### src/cln_pkg.sv
// Shared types, constants and the init byte table for the 4-bit LCD writer.
package cln_pkg;

   localparam int BYTE_W      = 8;
   localparam int NIBBLE_W    = 4;
   localparam int OPCODE_W    = 2;
   localparam int WAIT_W      = 18;
   localparam int CSR_INDEX_W = 3;
   localparam int CSR_DATA_W  = 18;
   localparam int RSP_W       = 8;

   // request queue between front and back
   localparam int QUEUE_DEPTH = 2;
   localparam int QPTR_W      = (QUEUE_DEPTH > 1) ? $clog2(QUEUE_DEPTH) : 1;
   localparam int QCNT_W      = $clog2(QUEUE_DEPTH + 1);

   // configuration register indexes
   localparam logic [CSR_INDEX_W-1:0] CSR_ENABLE_HIGH  = 3'd0;
   localparam logic [CSR_INDEX_W-1:0] CSR_ENABLE_LOW   = 3'd1;
   localparam logic [CSR_INDEX_W-1:0] CSR_BYTE_SETTLE  = 3'd2;
   localparam logic [CSR_INDEX_W-1:0] CSR_INIT_STEP    = 3'd3;
   localparam logic [CSR_INDEX_W-1:0] CSR_CLEAR_SETTLE = 3'd4;
   localparam logic [CSR_INDEX_W-1:0] CSR_POWER_ON     = 3'd5;

   // configuration reset values
   localparam logic [7:0]  RST_ENABLE_HIGH  = 8'd1;
   localparam logic [7:0]  RST_ENABLE_LOW   = 8'd1;
   localparam logic [11:0] RST_BYTE_SETTLE  = 12'd50;
   localparam logic [11:0] RST_INIT_STEP    = 12'd100;
   localparam logic [15:0] RST_CLEAR_SETTLE = 16'd5000;
   localparam logic [17:0] RST_POWER_ON     = 18'd100000;

   localparam logic [NIBBLE_W-1:0] INIT_NIBBLE = 4'h3;

   typedef enum logic [OPCODE_W-1:0] {
      OP_TICK    = 2'd0,
      OP_COMMAND = 2'd1,
      OP_DATA    = 2'd2,
      OP_INIT    = 2'd3
   } op_type;

   // classified request as it sits in the queue
   typedef struct packed {
      op_type            op;
      logic              select;
      logic [BYTE_W-1:0] value;
   } item_type;

   typedef struct packed {
      logic                   valid;
      logic [CSR_INDEX_W-1:0] index;
      logic [CSR_DATA_W-1:0]  data;
   } csr_write_type;

   // packed so that rs_line lands in bit 0 of the response beat
   typedef struct packed {
      logic                accepted;
      logic                busy;
      logic [NIBBLE_W-1:0] nibble;
      logic                enable;
      logic                rs;
   } result_type;

   function automatic logic [BYTE_W-1:0] init_byte(input logic [2:0] idx);
      logic [BYTE_W-1:0] b;
      case (idx)
         3'd0:    b = 8'h2C;   // function set
         3'd1:    b = 8'h2C;   // function set again
         3'd2:    b = 8'h0F;   // display on, cursor and blink
         3'd3:    b = 8'h01;   // clear
         3'd4:    b = 8'h06;   // entry mode
         default: b = 8'h00;
      endcase
      return b;
   endfunction

endpackage

### src/cln_front.sv
// Request front end: takes request beats and classifies them for the queue.
module cln_front (
   input  logic                          req_tvalid,
   output logic                          req_tready,
   input  logic [cln_pkg::BYTE_W-1:0]    req_tdata,
   input  logic [cln_pkg::OPCODE_W-1:0]  req_tuser,
   input  logic                          queue_full,
   output logic                          push_valid,
   output cln_pkg::item_type             push_item
);
   import cln_pkg::*;

   op_type op;

   assign op         = op_type'(req_tuser);
   assign req_tready = !queue_full;
   assign push_valid = req_tvalid && !queue_full;

   always_comb begin
      push_item.op     = op;
      push_item.select = 1'b0;
      push_item.value  = '0;
      unique case (op)
         OP_COMMAND: begin
            push_item.value = req_tdata;
         end
         OP_DATA: begin
            push_item.select = 1'b1;
            push_item.value  = req_tdata;
         end
         OP_TICK, OP_INIT: begin
            // byte is don't-care for these
            push_item.value = '0;
         end
         default: begin
            push_item.value = '0;
         end
      endcase
   end

endmodule

### src/cln_queue.sv
// Short request queue between the front end and the sequencer.
module cln_queue (
   input  logic              clock,
   input  logic              reset,
   input  logic              push,
   input  cln_pkg::item_type push_item,
   output logic              full,
   input  logic              pop,
   output cln_pkg::item_type pop_item,
   output logic              empty
);
   import cln_pkg::*;

   item_type            slot_ff [QUEUE_DEPTH];
   logic [QPTR_W-1:0]   wr_ptr_ff, wr_ptr_in;
   logic [QPTR_W-1:0]   rd_ptr_ff, rd_ptr_in;
   logic [QCNT_W-1:0]   count_ff, count_in;

   function automatic logic [QPTR_W-1:0] bump(input logic [QPTR_W-1:0] p);
      logic [QPTR_W-1:0] n;
      if (p == QPTR_W'(QUEUE_DEPTH - 1)) n = '0;
      else                                n = p + 1'b1;
      return n;
   endfunction

   assign full     = (count_ff == QCNT_W'(QUEUE_DEPTH));
   assign empty    = (count_ff == '0);
   assign pop_item = slot_ff[rd_ptr_ff];

   always_comb begin
      wr_ptr_in = push ? bump(wr_ptr_ff) : wr_ptr_ff;
      rd_ptr_in = pop  ? bump(rd_ptr_ff) : rd_ptr_ff;
      count_in  = count_ff;
      if (push && !pop)      count_in = count_ff + 1'b1;
      else if (pop && !push) count_in = count_ff - 1'b1;
   end

   always_ff @(posedge clock) begin
      if (reset) begin
         wr_ptr_ff <= '0;
         rd_ptr_ff <= '0;
         count_ff  <= '0;
      end else begin
         wr_ptr_ff <= wr_ptr_in;
         rd_ptr_ff <= rd_ptr_in;
         count_ff  <= count_in;
      end
   end

   always_ff @(posedge clock) begin
      if (push) begin
         slot_ff[wr_ptr_ff] <= push_item;
      end
   end

endmodule

### src/cln_back.sv
// Sequencer: runs nibble strobes, waits and the init sequence; holds the response beat.
module cln_back (
   input  logic                          clock,
   input  logic                          reset,
   input  cln_pkg::csr_write_type        csr_wr,
   input  logic                          queue_empty,
   input  cln_pkg::item_type             item,
   output logic                          pop,
   output logic                          rsp_tvalid,
   input  logic                          rsp_tready,
   output logic [cln_pkg::RSP_W-1:0]     rsp_tdata
);
   import cln_pkg::*;

   typedef enum logic [2:0] {
      PH_IDLE   = 3'd0,
      PH_POWER  = 3'd1,
      PH_HIGH   = 3'd2,
      PH_LOW    = 3'd3,
      PH_SETTLE = 3'd4
   } phase_type;

   localparam logic [2:0] POS_NONE       = 3'd0;
   localparam logic [2:0] POS_POWER      = 3'd1;
   localparam logic [2:0] POS_NIBBLE     = 3'd2;
   localparam logic [2:0] POS_FIRST_BYTE = 3'd3;
   localparam logic [2:0] POS_CLEAR_BYTE = 3'd6;
   localparam logic [2:0] POS_LAST_BYTE  = 3'd7;

   // configuration
   logic [7:0]  enable_high_ff, enable_low_ff;
   logic [11:0] byte_settle_ff, init_step_ff;
   logic [15:0] clear_settle_ff;
   logic [17:0] power_on_ff;

   // sequencer state
   phase_type           phase_ff, phase_in;
   logic [2:0]          position_ff, position_in;
   logic [WAIT_W-1:0]   wait_ff, wait_in;
   logic [BYTE_W-1:0]   held_ff, held_in;
   logic                pending_ff, pending_in;
   logic                select_ff, select_in;
   logic                strobe_ff, strobe_in;
   logic [NIBBLE_W-1:0] nibble_ff, nibble_in;

   logic                rsp_valid_ff;
   result_type          rsp_ff, rsp_in;

   logic                busy;
   logic                accepted;
   logic [WAIT_W-1:0]   settle_wait;
   logic [BYTE_W-1:0]   next_init_byte;

   assign busy = (phase_ff != PH_IDLE);
   assign pop  = !queue_empty && (!rsp_valid_ff || rsp_tready);

   always_comb begin
      case (position_ff)
         POS_NONE, POS_LAST_BYTE: settle_wait = WAIT_W'(byte_settle_ff);
         POS_CLEAR_BYTE:          settle_wait = WAIT_W'(clear_settle_ff);
         default:                 settle_wait = WAIT_W'(init_step_ff);
      endcase
   end

   assign next_init_byte = init_byte(position_ff + 1'b1 - POS_FIRST_BYTE);

   always_comb begin
      phase_in    = phase_ff;
      position_in = position_ff;
      wait_in     = wait_ff;
      held_in     = held_ff;
      pending_in  = pending_ff;
      select_in   = select_ff;
      strobe_in   = strobe_ff;
      nibble_in   = nibble_ff;
      accepted    = 1'b0;

      if (item.op == OP_TICK) begin
         if (busy) begin
            if (wait_ff <= WAIT_W'(1)) begin
               unique case (phase_ff)
                  PH_POWER: begin
                     position_in = POS_NIBBLE;
                     pending_in  = 1'b0;
                     select_in   = 1'b0;
                     nibble_in   = INIT_NIBBLE;
                     strobe_in   = 1'b1;
                     phase_in    = PH_HIGH;
                     wait_in     = WAIT_W'(enable_high_ff);
                  end
                  PH_HIGH: begin
                     strobe_in = 1'b0;
                     phase_in  = PH_LOW;
                     wait_in   = WAIT_W'(enable_low_ff);
                  end
                  PH_LOW: begin
                     if (pending_ff) begin
                        pending_in = 1'b0;
                        nibble_in  = held_ff[3:0];
                        strobe_in  = 1'b1;
                        phase_in   = PH_HIGH;
                        wait_in    = WAIT_W'(enable_high_ff);
                     end else begin
                        phase_in = PH_SETTLE;
                        wait_in  = settle_wait;
                     end
                  end
                  PH_SETTLE: begin
                     if (position_ff >= POS_NIBBLE && position_ff < POS_LAST_BYTE) begin
                        position_in = position_ff + 1'b1;
                        held_in     = next_init_byte;
                        select_in   = 1'b0;
                        pending_in  = 1'b1;
                        nibble_in   = next_init_byte[7:4];
                        strobe_in   = 1'b1;
                        phase_in    = PH_HIGH;
                        wait_in     = WAIT_W'(enable_high_ff);
                     end else begin
                        position_in = POS_NONE;
                        phase_in    = PH_IDLE;
                        wait_in     = '0;
                     end
                  end
                  default: begin
                     phase_in = PH_IDLE;
                  end
               endcase
            end else begin
               wait_in = wait_ff - 1'b1;
            end
         end
      end else if (!busy) begin
         accepted = 1'b1;
         if (item.op == OP_INIT) begin
            select_in   = 1'b0;
            strobe_in   = 1'b0;
            nibble_in   = '0;
            pending_in  = 1'b0;
            position_in = POS_POWER;
            phase_in    = PH_POWER;
            wait_in     = power_on_ff;
         end else begin
            position_in = POS_NONE;
            held_in     = item.value;
            select_in   = item.select;
            pending_in  = 1'b1;
            nibble_in   = item.value[7:4];
            strobe_in   = 1'b1;
            phase_in    = PH_HIGH;
            wait_in     = WAIT_W'(enable_high_ff);
         end
      end

      rsp_in.accepted = accepted;
      rsp_in.busy     = (phase_in != PH_IDLE);
      rsp_in.nibble   = nibble_in;
      rsp_in.enable   = strobe_in;
      rsp_in.rs       = select_in;
   end

   always_ff @(posedge clock) begin
      if (reset) begin
         phase_ff     <= PH_IDLE;
         position_ff  <= POS_NONE;
         wait_ff      <= '0;
         held_ff      <= '0;
         pending_ff   <= 1'b0;
         select_ff    <= 1'b0;
         strobe_ff    <= 1'b0;
         nibble_ff    <= '0;
         rsp_valid_ff <= 1'b0;
      end else begin
         if (pop) begin
            phase_ff    <= phase_in;
            position_ff <= position_in;
            wait_ff     <= wait_in;
            held_ff     <= held_in;
            pending_ff  <= pending_in;
            select_ff   <= select_in;
            strobe_ff   <= strobe_in;
            nibble_ff   <= nibble_in;
         end
         if (pop)             rsp_valid_ff <= 1'b1;
         else if (rsp_tready) rsp_valid_ff <= 1'b0;
      end
   end

   always_ff @(posedge clock) begin
      if (pop) begin
         rsp_ff <= rsp_in;
      end
   end

   always_ff @(posedge clock) begin
      if (reset) begin
         enable_high_ff  <= RST_ENABLE_HIGH;
         enable_low_ff   <= RST_ENABLE_LOW;
         byte_settle_ff  <= RST_BYTE_SETTLE;
         init_step_ff    <= RST_INIT_STEP;
         clear_settle_ff <= RST_CLEAR_SETTLE;
         power_on_ff     <= RST_POWER_ON;
      end else if (csr_wr.valid) begin
         case (csr_wr.index)
            CSR_ENABLE_HIGH:  enable_high_ff  <= csr_wr.data[7:0];
            CSR_ENABLE_LOW:   enable_low_ff   <= csr_wr.data[7:0];
            CSR_BYTE_SETTLE:  byte_settle_ff  <= csr_wr.data[11:0];
            CSR_INIT_STEP:    init_step_ff    <= csr_wr.data[11:0];
            CSR_CLEAR_SETTLE: clear_settle_ff <= csr_wr.data[15:0];
            CSR_POWER_ON:     power_on_ff     <= csr_wr.data[17:0];
            default: ;
         endcase
      end
   end

   assign rsp_tvalid = rsp_valid_ff;
   assign rsp_tdata  = rsp_ff;

   // a request that meets a busy sequencer is refused
   a_refused_when_busy: assert property (@(posedge clock) disable iff (reset)
      pop && busy |=> !rsp_ff.accepted)
      else $error("request accepted while busy");

   // enable only stands high during the strobe phase
   a_strobe_in_high: assert property (@(posedge clock) disable iff (reset)
      strobe_ff |-> phase_ff == PH_HIGH)
      else $error("enable high outside strobe phase");

   // second nibble is only owed while a byte is on the bus
   a_pending_in_byte: assert property (@(posedge clock) disable iff (reset)
      pending_ff |-> (phase_ff == PH_HIGH || phase_ff == PH_LOW))
      else $error("low nibble pending outside a byte");

   // init sequence position only lives while busy
   a_position_busy: assert property (@(posedge clock) disable iff (reset)
      position_ff != POS_NONE |-> busy)
      else $error("init position set while idle");

endmodule

### src/char_lcd_nibble_writer.sv
// Top level of the 4-bit character LCD writer: front end, queue and sequencer.
//
//  channel  dir  handshake             payload
//  req      in   req_tvalid/tready     tdata: byte_value; tuser: opcode
//  rsp      out  rsp_tvalid/tready     tdata: rs, enable, nibble, busy, accepted
//  csr      in   csr_valid/csr_ready   csr_index, csr_data
//
//  One request beat in, one response beat out, sustained at one beat per clock
//  while the response is not stalled. A beat passes through the request queue,
//  then the response register. The sequencer state update (one wait-counter
//  compare and decrement) sets that rate. Reset is synchronous, active high, and
//  restores the register defaults. A stalled response backs the queue up and only
//  then drops req_tready. csr_ready is always high.
module char_lcd_nibble_writer (
   input  logic                             clock,
   input  logic                             reset,
   input  logic                             req_tvalid,
   output logic                             req_tready,
   input  logic [cln_pkg::BYTE_W-1:0]       req_tdata,   // [7:0] byte_value
   input  logic [cln_pkg::OPCODE_W-1:0]     req_tuser,   // [1:0] opcode
   output logic                             rsp_tvalid,
   input  logic                             rsp_tready,
   // [0] rs_line, [1] enable_line, [5:2] bus_nibble, [6] busy_res, [7] accepted
   output logic [cln_pkg::RSP_W-1:0]        rsp_tdata,
   input  logic                             csr_valid,
   output logic                             csr_ready,
   input  logic [cln_pkg::CSR_INDEX_W-1:0]  csr_index,
   input  logic [cln_pkg::CSR_DATA_W-1:0]   csr_data
);
   import cln_pkg::*;

   logic          queue_full;
   logic          queue_empty;
   logic          push_valid;
   item_type      push_item;
   item_type      head_item;
   logic          pop;
   csr_write_type csr_wr;

   // register writes never stall
   assign csr_ready    = 1'b1;
   assign csr_wr.valid = csr_valid;
   assign csr_wr.index = csr_index;
   assign csr_wr.data  = csr_data;

   cln_front u_front (
      .req_tvalid (req_tvalid),
      .req_tready (req_tready),
      .req_tdata  (req_tdata),
      .req_tuser  (req_tuser),
      .queue_full (queue_full),
      .push_valid (push_valid),
      .push_item  (push_item)
   );

   // decouples request intake from response backpressure
   cln_queue u_queue (
      .clock     (clock),
      .reset     (reset),
      .push      (push_valid),
      .push_item (push_item),
      .full      (queue_full),
      .pop       (pop),
      .pop_item  (head_item),
      .empty     (queue_empty)
   );

   // one queued beat per clock whenever the response register can take it
   cln_back u_back (
      .clock       (clock),
      .reset       (reset),
      .csr_wr      (csr_wr),
      .queue_empty (queue_empty),
      .item        (head_item),
      .pop         (pop),
      .rsp_tvalid  (rsp_tvalid),
      .rsp_tready  (rsp_tready),
      .rsp_tdata   (rsp_tdata)
   );

endmodule
### config.mk
export PLATFORM = sky130hd
export DESIGN_NAME = char_lcd_nibble_writer
export DESIGN_NICKNAME = d
export VERILOG_FILES = /design/src/cln_pkg.sv /design/src/cln_front.sv /design/src/cln_queue.sv /design/src/cln_back.sv /design/src/char_lcd_nibble_writer.sv
export SDC_FILE = /design/constraint.sdc
export NUM_CORES = 1
export LEC_CHECK = 0
export BUFFER_PORTS_ARGS = -buffer_cell sky130_fd_sc_hd__buf_2
export CAP_MARGIN = 25
export CORE_UTILIZATION = 42
export DETAILED_ROUTE_END_ITERATION = 8
export PLACE_DENSITY = 0.64
export REMOVE_ABC_BUFFERS = 1
export SETUP_SLACK_MARGIN = 0.05
export SKIP_LAST_GASP = 1
export SYNTH_ARGS = -nofsm -noshare
export SYNTH_HDL_FRONTEND = slang
export SYNTH_SLANG_ARGS = --single-unit
### constraint.sdc
create_clock -name clock -period 3.6 [get_ports clock]
set_clock_uncertainty 0.05 [all_clocks]
set_input_delay 0.18 -clock clock [delete_from_list [all_inputs] [get_ports clock]]
set_output_delay 0.18 -clock clock [all_outputs]
set_load 0.01 [all_outputs]
# [Yosys cells after proc, flatten, opt, wreduce, memory -nomap -nowiden]
# Memory sizes are Yosys's and may differ from the RTL's. A register that Yosys moved wholly into a read port is not among the register bits.
# Index checks and enable logic that the tools add are counted.
[word_totals] register_bits=122 ramBits=22 output_inout_bits=11 word_cells=174 n_memories=1
[memory_table] name="u_queue.slot_ff" words=2 word_bits=11 rd=1 rd_ports_with_merged_regs=1 write_ports=1 line_no="cln_queue.sv:14" text="item_type slot_ff [QUEUE_DEPTH];"
[classes] add_sub_neg=7 magnitude_cmp=3 n_eq_ne=30 muxes=74 n_reduce_logical=36
[op_table] operator="$mux 18" n=5
[op_table] operator="$pmux 18 s4" n=1
[op_table] operator="$mux 4" n=14
[op_table] operator="$pmux 16 s2" n=1
[op_table] operator="$mux 3" n=10
[op_table] operator="$mux 1" n=29
[op_table] operator="$pmux 6 s4" n=1
[op_table] operator="$eq 3x2->1 const B" n=6
[op_table] operator="$eq 3x3->1 const B" n=6
[op_table] operator="$le 18x1->1 const B" n=1
[op_table] operator="$sub 18x1->18 const B" n=1
[op_table] operator="$mux 16" n=1
[op_table] operator="$pmux 8 s2" n=1
[op_table] operator="$pmux 3 s4" n=1
[op_table] operator="$pmux 4 s3" n=1
[op_table] operator="$reduce_and 2->1" n=6
[op_table] operator="$reduce_or 2->1" n=5
[op_table] operator="$eq 3x1->1 const B" n=3
[op_table] operator="$logic_not 3->1" n=3
[op_table] operator="$ne 3x3->1 const B" n=3
[op_table] operator="$eq 2x2->1 const B" n=4
[op_table] operator="$mux 2" n=4
[op_table] operator="$mux 8" n=1
[op_table] operator="$ne 2x2->1 const B" n=4
[op_table] operator="23 further kinds" n=38

# [Depth between registers and ports, before layout]
[depth] depth_word=10 mapped_depth=11 mapped_depth_nobuf=9

# [Modules after synthesis]
# A second synthesis with hierarchy kept.
[unflattened] hier_cells=868 hier_area_um2=7272.0
[modules_own_cells] module="cln_back" instances=1 cells_each=796 area_per_inst_um2=6172.2
[modules_own_cells] module="cln_queue" instances=1 cells_each=56 area_per_inst_um2=997.2
[modules_own_cells] module="cln_front" instances=1 cells_each=14 area_per_inst_um2=91.3
[modules_own_cells] module="char_lcd_nibble_writer" instances=1 cells_each=2 area_per_inst_um2=11.3

# [Worst setup path after synthesis]
# Ideal clock, no wire load.
[synth_timing] kind="register -> register" from="reg (tool-made name)" to="reg u_back.wait_ff[13]" t_arrival_ps=3012 setup_slack_ps=459 stages_incl_launch_ff=12 path_buffers=3 synth_period_minus_slack_ps=3141 cell_sequence="dfxtp_1 clkbuf_1 nor3b_1 nor2_1 inv_1 clkbuf_1 ha_1 or4_1 a31oi_1 clkbuf_1 nor2_1 a211oi_2"
[synth_rtl] item="end signal, assigned" line_no="cln_back.sv:176" text="wait_ff <= wait_in;"
[synth_rtl] item="end, declared" line_no="cln_back.sv:39" text="logic [WAIT_W-1:0] wait_ff, wait_in;"

# [Final worst setup path]
[layout_timing] from="reg u_back.phase_ff[1]" to="reg u_back.wait_ff[17]"
[layout_via] elab_chain_len=3 word_cells_on_any_way=9
[layout_rtl] item="start, declared" line_no="cln_back.sv:37" text="phase_type phase_ff, phase_in;"
[layout_rtl] item="start signal, assigned" line_no="cln_back.sv:174" text="phase_ff <= phase_in;"
[layout_rtl] item="$eq 3x1->1 (tied with other cells)" line_no="cln_back.sv:81" text="unique case (phase_ff)"
[layout_rtl] item="$ne 6x6->1 (no source line) (tied with other cells)"
[layout_rtl] item="$reduce_and 4->1 (no source line) (*)"
# Every way passes the cells marked *; elsewhere a longest branch is shown, timed or not.
# A chain may end at the register's enable or synchronous reset.

==> impl_metrics.py <==
metrics = {
    "critical_path": {
        "critPathMaxStageDelay_ps": 640,
        "path_cells": "or3_1 -> inv_1 -> ha_1 -> or4_1 -> a31oi_1 -> buf_4 -> nand2_1 -> nor2_1 -> a31o_2",
        "path_delay_family": "simple AND/OR/NAND/NOR gates",
        "setup.worst_path.start_class": "register",
        "slowest_stage": "dfxtp_1",
        "worst-setup-path-type": "register to register",
        "r2r_start": "u_back.phase_ff[1]",
        "setup.worst_path.start": "u_back.phase_ff[1]",
        "arrival_ps": 3350,
        "reg2reg_slack_ps": 580,
        "crit_buf_inv": 2,
        "cp.required_ps": 3930,
        "cp_max_fo": 17,
        "crit_path_end_kind": "register",
    },
    "cells_and_area": {
        "n_antenna_cell": 0,
        "finalNonFillerCells": 1114,
        "layout_commonest_cell": "nand2_1",
        "layout.nets": 932,
        "final_cell_mix": "195 x nand2_1, 115 x dfxtp_1, 92 x a21oi_1",
        "fin_util_pct": 50.9,
        "drive_gt1_share_pct": 12.1,
        "n_fill_cell": 1522,
        "area_delta_synth_final_pct": 17.2,
    },
    "sta": {
        "period_needed_ps": 3020,
        "hold_viol_final": 0,
        "worst_slack_ps": 584,
        "clock.fmax_ghz": 0.332,
        "slew_headroom_pct": 35.4,
        "finalCritPeriodShare_pct": 83.8,
        "worst_pin_slew_ps": 965,
        "slew_viol_final": 0,
        "rsz0062_at_grt": "no",
        "setup_violations": 0,
    },
    "floorplan": {
        "start_util_pct": 43.5,
        "core_area_um2": 16100,
        "die_h_um": 131,
        "ios": 47,
        "fp.dieW_um": 131,
        "rows": 46,
        "die-area_um2": 17100,
    },
    "clock_network": {
        "clk_path_buf_depth": 2,
        "insertion_delay_ps": 430,
        "clock-sinks": 145,
        "postCtsSetupBuffers": 0,
        "clk_pin_slew_ps": 60,
        "cts_tree": "done",
        "htreeDepth": 4,
        "numCtsBuffers": 17,
        "cts_root_buffer": "clkbuf_16",
    },
    "global_routing": {
        "antenna_found_initial": 0,
        "globalRouteOverflowTotal": 0,
        "grt_max_degree": 66,
        "grt_pass1_wl_um": 29800,
        "grt_usage_pct": 22.8,
        "grt_pass1_vias": 5742,
    },
    "route": {
        "firstDrtPassIters": 5,
        "top_layer": "met4",
        "viasPerCell": 5.65,
        "route.detailed.drc": 0,
        "dr_wl_met2_um": 8310,
        "vias": 6289,
        "first_iter_violations": 608,
        "dr_wl_met3_um": 1070,
        "wl_per_cell_um": 16.6,
        "antenna_left": 0,
        "drt-met1-wl_um": 8860,
        "wl_um": 18500,
    },
    "worst_hold_path": {
        "hold_path_class": "input pin to register",
        "min_from": "csr_data[7]",
    },
    "flow_run": {
        "maxCapViolations": 0,
    },
    "synth": {
        "ys_seq_area_share_pct": 45.9,
        "async_flop_share_pct": 0,
        "avgSynthCellArea_um2": 8.36,
        "synthTopCellsByArea": "dfxtp_1 33%, edfxtp_1 13%, nand2_1 10%, a21oi_1 6.6%, nor2_1 2.7%",
        "synth_top_area_share_pct": 33.0,
        "synth_flop_cell": "dfxtp_1",
        "syn-instance-count": 835,
        "yosysWarnings": 0,
        "yosys.cell_types.count": 67,
        "synth_edf_count": 30,
        "synth-seq-cells": 145,
        "syn_area_um2": 6980,
        "yosys.area.top_type": "dfxtp_1",
    },
    "power": {
        "ir_drop_uv": 435,
        "p_per_area_nw_per_um2": 834,
        "p_leak_nw": 3.03,
    },
    "place": {
        "hpwl_um": 12700,
        "place_ws_ps": 678,
        "post-place-cells": 1063,
        "io_buffers": 45,
        "gp_congestion": 0.866,
    },
    "status": {
        "run_status": "completed",
    },
}
[layout make-up]
class,count,area (µm²),area share (%)
clock inverter,13,134,1.64
tap,216,270,3.30
multi-input combinational,623,3520,43.0
clock buffer,19,454,5.55
timing repair buffer,79,528,6.45
inverter,19,71.3,0.872
sequential,145,3200,39.2
[tightest hold or removal path: stages]
cell and delay, ps:
buf_2 150, nand2_1 70, a21oi_1 50
[synthesized netlist by cell type, types with 6 or more instances]
master / count
or3_1: 8
o211ai_1: 6
a21o_1: 6
a211oi_1: 8
o21ai_0: 27
nor2_1: 50
and3_1: 9
nand3_1: 33
xor2_1: 9
clkbuf_1: 44
nor2b_1: 14
a221oi_1: 9
dfxtp_1: 115
a311oi_1: 6
a21oi_1: 92
ha_1: 11
nor3_1: 18
inv_1: 17
mux2i_1: 13
xnor2_1: 6
a222oi_1: 14
edfxtp_1: 30
and2_1: 8
nand2_1: 195
o32ai_1: 6
[through the flow]
stage	cell area [µm²]	hold slack (ps)	setup TNS [ps]	power (mW)
after floorplan	6790	195	-8580	4.14
after global placement	7400	353	0	5.02
after detailed placement	7400	347	0	5.02
final	8180	13.0	0	6.82
after global routing	8180	23.0	0	7.24
after CTS	8180	8.23	0	6.80
[report_power, final]
group	switching, mW	internal (mW)	leakage (nW)
combinational	1.77	1.06	1.51
sequential	0.251	1.97	1.22
clock	0.705	1.06	0.292
total	2.73	4.09	3.03
[final timing paths]
check	cells past startpoint	to
worst max-delay path	9	u_back.wait_ff[17]
worst min-delay path	3	u_back.enable_high_ff[7]
worst max register to register	9	u_back.wait_ff[17]
worst min register to register	2	u_back.enable_low_ff[2]
[state kept, by name (all words and copies together), names as in the netlist, 12 cells and up, named ones only]
| name | cells |
|---|---|
| u_back.init_step_ff | 12 |
| u_queue.slot_ff | 22 |
| u_back.clear_settle_ff | 16 |
| u_back.byte_settle_ff | 12 |
| u_back.power_on_ff | 18 |
| u_back.wait_ff | 18 |
[routing by layer]
layer / vias up / global-route usage [%]
met4: 0 / 7.37
met3: 24 / 4.36
li1: 3102 / -
met1: 2982 / 31.7
met2: 181 / 35.4
met5: - / 0
[what timing repair did]
item	in CTS	in global routing
endpoints found under the setup margin	0	0
hold endpoints to repair	61	0
hold buffers	19	0
gates resized for setup	0	0
[logic make-up (layout without fill, tap and decap cells)]
family / count (synthesis) / after routing / share of synthesized area, %
AND/OR/NAND/NOR: 367 / 367 / 24.3
AO/OA/AOI/OAI: 215 / 215 / 20.1
flip-flops: 145 / 145 / 45.9
buffers and inverters: 67 / 130 / 3.76
XOR/XNOR: 15 / 15 / 1.88
multiplexers: 14 / 14 / 2.03
adder cells (fa/ha/maj): 11 / 11 / 1.97
other: 1 / 1 / 0.0537
Power figures use the tool's default switching activity.
